--- src/cha_pkg.sv ---
// Shared types and constants for the compacting handle allocator.
// Used by the interfaces, the handle cell and the top level.
package cha_pkg;

    localparam int ADDR_W   = 21;
    localparam int HANDLE_W = 6;
    localparam int REQ_W    = 20;
    localparam int MODE_W   = 2;
    localparam int STATUS_W = 2;

    localparam logic [ADDR_W-1:0] POOL_RESET = ADDR_W'(1024000);

    // Request codes
    localparam logic [MODE_W-1:0] MODE_ALLOC  = 2'd0;
    localparam logic [MODE_W-1:0] MODE_FREE   = 2'd1;
    localparam logic [MODE_W-1:0] MODE_RESIZE = 2'd2;
    localparam logic [MODE_W-1:0] MODE_QUERY  = 2'd3;

    // Result status codes
    localparam logic [STATUS_W-1:0] ST_OK        = 2'd0;
    localparam logic [STATUS_W-1:0] ST_NO_HANDLE = 2'd1;
    localparam logic [STATUS_W-1:0] ST_NO_MEMORY = 2'd2;

    // Command broadcast to every cell
    typedef struct packed {
        logic                load;      // latch selection for a new item
        logic                alloc;     // select lowest free handle
        logic [HANDLE_W-1:0] handle;    // handle for other requests
        logic                commit;    // apply size change
        logic                delta_neg; // shift later starts down
        logic [ADDR_W-1:0]   delta;
        logic [ADDR_W-1:0]   new_size;
        logic                used_we;
        logic                used_val;
    } t_cell_cmd;

    // Read-back of the selected cell, zero when not selected
    typedef struct packed {
        logic                used;
        logic [HANDLE_W-1:0] idx;
        logic [ADDR_W-1:0]   start;
        logic [ADDR_W-1:0]   size;
    } t_cell_rd;

endpackage

--- src/cha_cell.sv ---
// One handle cell: used flag, block start and block size of one handle.
// Chains a free-seen and a select-seen flag to its neighbor; uses cha_pkg.
module cha_cell #(
    parameter int CELL_IDX = 0
) (
    input  logic                i_clk,
    input  logic                i_rst_n,
    input  cha_pkg::t_cell_cmd  i_cmd,
    input  logic                i_free_seen,
    output logic                o_free_seen,
    input  logic                i_sel_seen,
    output logic                o_sel_seen,
    output cha_pkg::t_cell_rd   o_rd
);
    import cha_pkg::*;

    logic              r_used;
    logic [ADDR_W-1:0] r_start;
    logic [ADDR_W-1:0] r_size;
    logic              r_sel;

    logic free_here;
    logic first_free;
    logic handle_hit;

    // Lowest free handle: handle 0 is never handed out
    assign free_here   = !r_used && (CELL_IDX != 0);
    assign first_free  = free_here && !i_free_seen;
    assign o_free_seen = i_free_seen || free_here;
    assign handle_hit  = (CELL_IDX < (1 << HANDLE_W)) &&
                         (i_cmd.handle == HANDLE_W'(CELL_IDX));

    // Any selected cell below this one: this block follows the target
    assign o_sel_seen = i_sel_seen || r_sel;

    // Drive the read bus only when selected
    always_comb begin
        o_rd = '0;
        if (r_sel) begin
            o_rd.used  = r_used;
            o_rd.idx   = HANDLE_W'(CELL_IDX);
            o_rd.start = r_start;
            o_rd.size  = r_size;
        end
    end

    // Select on a new item, apply the size change on commit
    always_ff @(posedge i_clk) begin
        if (!i_rst_n) begin
            r_used  <= 1'b0;
            r_start <= '0;
            r_size  <= '0;
            r_sel   <= 1'b0;
        end else begin
            if (i_cmd.load) begin
                r_sel <= i_cmd.alloc ? first_free : handle_hit;
            end
            if (i_cmd.commit) begin
                if (i_sel_seen) begin
                    r_start <= i_cmd.delta_neg ? (r_start - i_cmd.delta)
                                               : (r_start + i_cmd.delta);
                end
                if (r_sel) begin
                    r_size <= i_cmd.new_size;
                    if (i_cmd.used_we) begin
                        r_used <= i_cmd.used_val;
                    end
                end
            end
        end
    end

endmodule

--- config.mk ---
export PLATFORM = sky130hd
export DESIGN_NAME = cha_cell
export DESIGN_NICKNAME = d
export VERILOG_FILES = /design/src/cha_pkg.sv /design/src/cha_cell.sv
export SDC_FILE = /design/constraint.sdc
export NUM_CORES = 1
export LEC_CHECK = 0
export ABC_AREA = 1
export BUFFER_PORTS_ARGS = -buffer_cell sky130_fd_sc_hd__buf_2
export CORE_MARGIN = 2
export CORE_UTILIZATION = 49
export DETAILED_ROUTE_END_ITERATION = 8
export MAX_ROUTING_LAYER = met4
export PLACE_DENSITY = 0.76
export SETUP_SLACK_MARGIN = 0.2
export SYNTH_ARGS = -nofsm -noshare
export SYNTH_HDL_FRONTEND = slang
export SYNTH_SLANG_ARGS = --single-unit
export TNS_END_PERCENT = 30
--- constraint.sdc ---
create_clock -name i_clk -period 3.6 [get_ports i_clk]
set_input_delay 0.72 -clock i_clk [delete_from_list [all_inputs] [get_ports i_clk]]
set_output_delay 0.72 -clock i_clk [all_outputs]
set_load 0.05 [all_outputs]
---- After elaboration in Yosys (flattened, before gate mapping) ----
Cells that the tools add are included.
storage, ports and cells
  register bits after elaboration ......... 44
  input port bits ......................... 58
  output and inout port bits .............. 51
  logic and storage cells ................. 14
operators by class
  add/sub/neg operators ................... 2
  muxes and demuxes ....................... 3
  reduce and logical (&&, ||, !) cells .... 5
operator list
  kind              number
  $mux 49           1
  $add 21x21->21    1
  $mux 21           1
  $sub 21x21->21    1
  $logic_not 6->1   1
  $reduce_and 2->1  2
  $reduce_and 3->1  1
  $logic_or 1x1->1  1
  $mux 1            1

---- Depth between registers and ports, before layout ----
Gate-level depths: netlist of run 1.
  word-level depth ........................ 2
  mapped depth ............................ 22
  gate-level depth less buffers ........... 22

---- Least setup slack after synthesis of run 1 ----
OpenSTA, ideal clock, no wires.
  kind .................................... input port to flip-flop
  from .................................... input port i_cmd[24] (netlist bit)
  to ...................................... register r_start[20]
  arrival time ............................ 2.719 ns
  required time ........................... 3.490 ns
  setup slack ............................. 0.772 ns
  cell stages on the path ................. 19
  path buffers ............................ 0
  cell sequence ........................... inv_1 > ha_1 > nand2_1 > nor2_2 > nand3_2 > nand2_4 > o21ai_0 > xor2_1 > inv_1 > ha_1 > nand4_1 > nor2_1 > nand3_1 > nand3_1 > nand3_1 > nand3_1 > nand2_1 > inv_1 > nor2_1
on the way
  longest elaborated chain between the ends .. 2
  elaborated cells between the ends (all ways) .. 3
  those cells by class .................... add/sub (2); mux (1)
RTL lines
  item                                              RTL line                        source
  start, declared                                   cha_cell.sv:8                   input cha_pkg::t_cell_cmd i_cmd,
  $add 21x21->21 or $sub 21x21->21 (tied branches)  cha_cell.sv:61, cha_cell.sv:60
  $mux 21 *                                         cha_cell.sv:60                  r_start <= i_cmd.delta_neg ? (r_start - i_cmd.delta)
  end signal, assigned                              cha_cell.sv:60
  end, declared                                     cha_cell.sv:18                  logic [ADDR_W-1:0] r_start;
Mark *: on every way between the ends. The rest lies on a longest branch, timed or not.
A chain may end at the register's enable or synchronous reset.

---- Worst setup path in the final report of run 1 ----
  from .................................... input port i_cmd[23] (netlist bit)
  to ...................................... register r_start[20]
Same word-level chain as after synthesis.

==> results_dict.tcl, run 1 <==
set metrics [dict create \
    seq_area_frac_synth_pct 24.1 \
    ff2ff_setup_slack_ns 1.24 \
    coreArea_sq_um 7250 \
    cts_root_buf "clkbuf_8" \
    dp_cells 792 \
    timing.rr.start "r_start[0]" \
    final_cell_count_no_fill 800 \
    fin_nets 780 \
    rsz0062_at_grt "false" \
    setup_viol 0 \
    cts_max_level 2 \
    final_max_slew_viol_count 0 \
    p_seq_share_pct 37.1 \
    yosysWarnings 0 \
    period_share_pct 83.6 \
    worstPathRequired_ns 3.85 \
    vdd_drop_max_v 0.000145 \
    worstReg2RegEnd "r_start[18]" \
    grt_pass1_vias 3536 \
    layout_setup_ws_ns 0.591 \
    avgSynthCellArea_sq_um 5.98 \
    antenna_found_initial 0 \
    cellPowerDensity_nw_per_um2 338 \
    worstMarginPinSlew_ns 0.925 \
    num-fill-cells 741 \
    fp.dieW_microns 90.4 \
    placementRows 31 \
    maxCapViolations 0 \
    vias 3872 \
    tritoncts "done" \
    grt_first_pass_wirelength_mm 15.7 \
    crit_arrival_ns 3.25 \
    drive_gt1_share_pct 19.1 \
    dr_wl_met2_mm 4.03 \
    synth_top_area_share_pct 24.1 \
    tritoncts.num_buffers 5 \
    end_kind "flip-flop" \
    cp-start-kind "input pin" \
    dr.pass1.iters 4 \
    yosys_most_used_dff "dfxtp_1" \
    status "complete, no violations" \
    avgRoutedWirePerCell_microns 11.5 \
    yosysMostFrequentCell "nand2_1" \
    drt_iter0_drc 183 \
    hold_viol 0 \
    postCtsSetupBuffers 0 \
    synth_area_leader_cell "dfxtp_1" \
    tns_ns 0 \
    drc 0 \
    p_total_mw 1.45 \
    dr.max_layer_used "met4" \
    ff_latch_area_sq_um 881 \
    syn_inst 611 \
    place_congestion 0.989 \
    hp-class "flip-flop to flip-flop" \
    port-buffer-count 100 \
    overflow 0 \
    switching_share_pct 37.6 \
    start_util_pct 50.4 \
    critPathLaunch "i_cmd[23]" \
    dp_slack_ns 0.281 \
    design.die.area_sq_um 8160 \
    cts_resized 0 \
    syn_area_sq_um 3650 \
    synth-seq-cells 44 \
    ioPinCount 109 \
    combPwrFrac_pct 35.7 \
    ant_nets 0 \
    clkPwrFrac_pct 27.2 \
    syn2layout_area_growth_pct 17.7 \
    final_util_pct 59.3 \
    endpoint "r_start[20]" \
    grt_max_degree 31 \
    hpwl_mm 7.10 \
    path_max_fanout 7 \
    wl_met3_microns 570 \
    switching_power_mw 0.547 \
    met1_length_mm 4.38 \
    cts.clk_slew.worst_paths_ns 0.09 \
    ys_types 36 \
    synth.area.top_cells "dfxtp_1 24%, nand2_1 13%, nor2_1 12%" \
    finalClockSkew_ns 0.00754 \
    leakage_nw 2.64 \
    r2r_cells 14 \
    grt_use_total_pct 23.5 \
    p_int_mw 0.907 \
    clockBufferDepth 2 \
    postCtsHoldBufs 0 \
    clock-sinks 44 \
    yosys-top-cells-count "128 x nand2_1, 117 x nor2_1, 103 x inv_1" \
    clk_latency_ns 0.31 \
    critical_path_class "input pin to flip-flop" \
    async_flop_share_pct 0 \
    avgViaCountPerCell 4.84 \
    fp.dieH_microns 90.4 \
    antennaDiodeCount 0 \
    synth_edf_count 0 \
    finalWorstPathRequiredPeriod_ns 3.01 \
    clock.fmax_mhz 332 \
    multi_input_area_sq_um 2260 \
    relSlewSlack_pct 38.3 \
    routed_wl_mm 9.18 \
]
routing by layer:
| layer | track usage, % | up-vias |
|---|---|---|
| met4 | 7.31 | 0 |
| met5 | - | - |
| met1 | 29.4 | 1672 |
| met3 | 3.51 | 19 |
| met2 | 39.2 | 139 |
| li1 | - | 2042 |
power by group through the flow:
stage                     Sequential (mW)  Combinational, mW  Clock, mW
after floorplan                     0.544              0.400          0
after global placement              0.550              0.504          0
after detailed placement            0.551              0.511          0
after CTS                           0.539              0.514      0.412
after global routing                0.543              0.586      0.434
final                               0.540              0.519      0.395
layout make-up:
type                       instances  area share [%]
clock buffer                       5            1.60
tap                               99            2.88
timing repair buffer             102            12.0
clock inverter                     3            1.08
inverter                         108            9.42
sequential                        44            20.5
multi-input combinational        439            52.6
metrics by stage:
stage          hold WS, ns  cell area (sq um)
6_report             0.477               4300
5_1_grt              0.511               4300
4_1_cts              0.477               4300
3_5_place_dp         0.463               4190
3_3_place_gp         0.448               4190
2_1_floorplan        0.439               3670
how the worst min path moves through the flow:
| stage | startpoint | endpoint | slack, ns | cells past startpoint |
|---|---|---|---|---|
| finish | r_used | r_used | 0.48 | 2 |
| CTS | r_used | r_used | 0.48 | 2 |
| floorplan | r_used | r_used | 0.44 | 2 |
| global route | r_size[9] | r_size[9] | 0.51 | 2 |
| global placement | r_used | r_used | 0.45 | 2 |
| detailed placement | r_used | r_used | 0.46 | 2 |
critical path, cell delays in order:
cell and delay (ns):
buf_2 0.11, inv_1 0.08, ha_1 0.19, nand2_1 0.12, nor2_2 0.17, nand3_2 0.11
nand2_4 0.09, o21ai_0 0.10, xor2_1 0.17, inv_1 0.07, ha_1 0.40, nand4_1 0.17
nor2_1 0.15, nand3_1 0.09, nand3_1 0.12, inv_1 0.06, nand2_2 0.06, nand3_1 0.06
nand2_1 0.09, inv_1 0.04, nor2_1 0.09
state kept, by name, summed over array words and instances, names as in the netlist:
register  count
r_sel         1
r_size       21
r_start      21
r_used        1
kinds of logic after synthesis:
kind of cell             Yosys count  synth area share, %
buffers and inverters            133                 14.5
AND/OR/NAND/NOR                  291                 32.9
adder cells (fa/ha/maj)           22                 7.74
flip-flops                        44                 24.1
XOR/XNOR                          29                 6.95
AO/OA/AOI/OAI                     91                 13.7
other                              1                0.103
cells in the final DEF (no fill, tap or decap), types with 2 or more instances in the layout:
cell,netlist,routed
nor3_1,4,4
inv_2,5,5
nand4_1,5,5
o21ai_1,13,13
inv_1,103,103
a21oi_2,2,2
o21ai_2,2,2
o21ai_0,42,42
a21oi_1,22,22
nand3_1,19,19
nor2_2,3,3
o21bai_1,3,3
buf_2,1,100
xor2_1,18,18
xnor2_1,11,11
nor4_1,2,2
dfxtp_1,44,44
nand2_1,128,128
nand2_2,5,5
nor2_1,117,117
conb_1,1,6
nor2_4,3,3
clkbuf_8,0,5
or2_1,2,2
a21o_1,3,3
ha_1,21,21
buf_4,8,2
Power figures use the tool's default switching activity.
==> run 2, diff against run 1 <==
==> constraint.sdc (replaced) <==
create_clock -name i_clk -period 3.1 [get_ports i_clk]
set_input_delay 0.62 -clock i_clk [delete_from_list [all_inputs] [get_ports i_clk]]
set_output_delay 0.62 -clock i_clk [all_outputs]
set_load 0.05 [all_outputs]
==> results_dict.tcl, run 2 (same netlist as run 1, synthesis figures left out) <==
set metrics [dict create \
    status "complete, no violations" \
    layout_common_cells "127 x nand2_1, 114 x nor2_1, 100 x inv_1, 100 x buf_2, 44 x dfxtp_1" \
    clock.fmax_mhz 360 \
    p_total_mw 1.76 \
    vias 3961 \
    avgRoutedWirePerCell_microns 11.6 \
    cts_root_buf "clkbuf_8" \
    placed_area_sq_um 4250 \
    relSlewSlack_pct 53.9 \
    postCtsHoldBufs 0 \
    cts.clk_slew.worst_paths_ns 0.09 \
    antenna_found_initial 0 \
    mostFrequentLayoutCell "nand2_1" \
    placementRows 31 \
    fp.dieW_microns 90.4 \
    setup_viol 0 \
    crit_family "simple AND/OR/NAND/NOR gates" \
    hp-class "flip-flop to flip-flop" \
    worstReg2RegEnd "r_start[20]" \
    grt_use_total_pct 23.5 \
    leakage_nw 2.72 \
    path_buf_inv 6 \
    crit_arrival_ns 2.99 \
    finalWorstPathRequiredPeriod_ns 2.78 \
    final_cell_count_no_fill 814 \
    coreArea_sq_um 7250 \
    grt_first_pass_wirelength_mm 15.7 \
    ant_nets 0 \
    timing.rr.start "r_start[0]" \
    drive_gt1_share_pct 23.4 \
    avgViaCountPerCell 4.87 \
    whs_endpoint "r_used" \
    end_kind "flip-flop" \
    dr.pass1.iters 5 \
    maxCapViolations 0 \
    antennaDiodeCount 0 \
    ff2ff_setup_slack_ns 1.02 \
    grt_pass1_vias 3581 \
    clk_latency_ns 0.31 \
    drt_iter0_drc 213 \
    crit_path_top_delay_cell "ha_1" \
    final_max_slew_viol_count 0 \
    final_util_pct 62.4 \
    tritoncts.num_buffers 5 \
    finalClockSkew_ns 0.00531 \
    dp_cells 801 \
    start_util_pct 50.4 \
    fp.dieH_microns 90.4 \
    fin_nets 794 \
    timing.hold.ws_ns 0.463 \
    worstMarginPinSlew_ns 0.691 \
    hold_viol 0 \
    drc 0 \
    worstHoldStart "r_used" \
    r2r_cells 15 \
    rsz0062_at_grt "true" \
    ioPinCount 109 \
    overflow 0 \
    clockBufferDepth 2 \
    cts_max_level 2 \
    place_congestion 0.972 \
    port-buffer-count 100 \
    vdd_drop_max_v 0.000166 \
    cellPowerDensity_nw_per_um2 389 \
    cp-start-kind "input pin" \
    period_share_pct 89.6 \
    crit_chain "buf_2 > inv_4 > a31oi_4 > nor2_4 > nand2_2 > nor2_4 > nand2_2 > buf_4 > xor2_1 > ha_1 > nand2_1 > nor2_2 > inv_1 > nor2_2 > nand4_1 > nand3_2 > nand2_1 > inv_1 > o21ai_1 > nand2_1 > inv_1" \
    grt_max_degree 30 \
    worstPathRequired_ns 3.31 \
    crit_path_max_incr_delay_ns 0.37 \
    hpwl_mm 7.12 \
    critical_path_class "input pin to flip-flop" \
    hold-path-cell-count 2 \
    tritoncts "done" \
    design.die.area_sq_um 8160 \
    clock-sinks 44 \
    syn2layout_area_growth_pct 23.9 \
    reg_top3 "r_size (21), r_start (21)" \
    final_area_sq_um 4530 \
    path_max_fanout 5 \
    routed_wl_mm 9.47 \
]
run 2: changes by cell type in the layout (fill, tap and decap cells not counted), moves of 3 or more:
cell    delta
buf_4     +14
ha_1       -5
ha_4       +4
inv_1      -3
nor2_1     -3
run 2: through the flow:
step / setup TNS, ns / setup WS [ns]
2_1_floorplan: 0 / 0.372
3_3_place_gp: 0 / 0.0128
3_5_place_dp: -0.189 / -0.0812
4_1_cts: 0 / 0.232
5_1_grt: 0 / 0.109
6_report: 0 / 0.321
run 2: worst register-to-register path: stages, from the launching register on:
cell and delay (ns):
dfxtp_1 0.35, inv_1 0.06, ha_1 0.18, inv_1 0.08, fa_1 0.40, nand3_1 0.09, nand2_1 0.09, buf_4 0.17
nand3_1 0.08, nand3_1 0.12, inv_1 0.09, nand2_2 0.05, nand3_1 0.07, nand2_1 0.06, inv_1 0.05, nor2_1 0.03
run 2: final cells by class:
type,instances,area (sq um)
clock buffers,6,82.6
clock inverters,2,38.8
fillers,730,2730
inverters,108,410
multi-input cells,439,2370
flip-flops and latches,44,881
well taps,99,124
repair buffers,116,621
run 2: worst max path at each step:
stage          startpoint           to  slack [ns]  cells after the start
2_1_floorplan   i_cmd[24]  r_start[20]        0.37                     19
3_3_place_gp    i_cmd[24]  r_start[20]        0.01                     20
3_5_place_dp    i_cmd[23]  r_start[20]       -0.08                     21
4_1_cts         i_cmd[23]  r_start[20]        0.23                     21
5_1_grt         i_cmd[23]  r_start[20]        0.11                     21
6_report        i_cmd[23]  r_start[19]        0.32                     21
run 2: what timing repair did:
action / 4_1_cts / 5_1_grt
resized for setup: 0 / 26
setup buffers: 0 / 5
setup endpoints to repair: 0 / 10
endpoints found under the hold margin: 0 / 0
run 2: power by group:
part | total (mW) | switching (mW) | internal [mW]
clock network | 0.477 | 0.213 | 0.264
registers | 0.628 | 0.0279 | 0.600
logic | 0.656 | 0.410 | 0.246
total | 1.76 | 0.652 | 1.11
run 2: layer usage:
layer | up-vias | wire length (microns) | track usage [%]
met5 | - | 0 | -
li1 | 2062 | - | -
met3 | 10 | 592 | 3.34
met2 | 136 | 4420 | 39.7
met4 | 0 | 114 | 5.64
met1 | 1753 | 4340 | 29.9
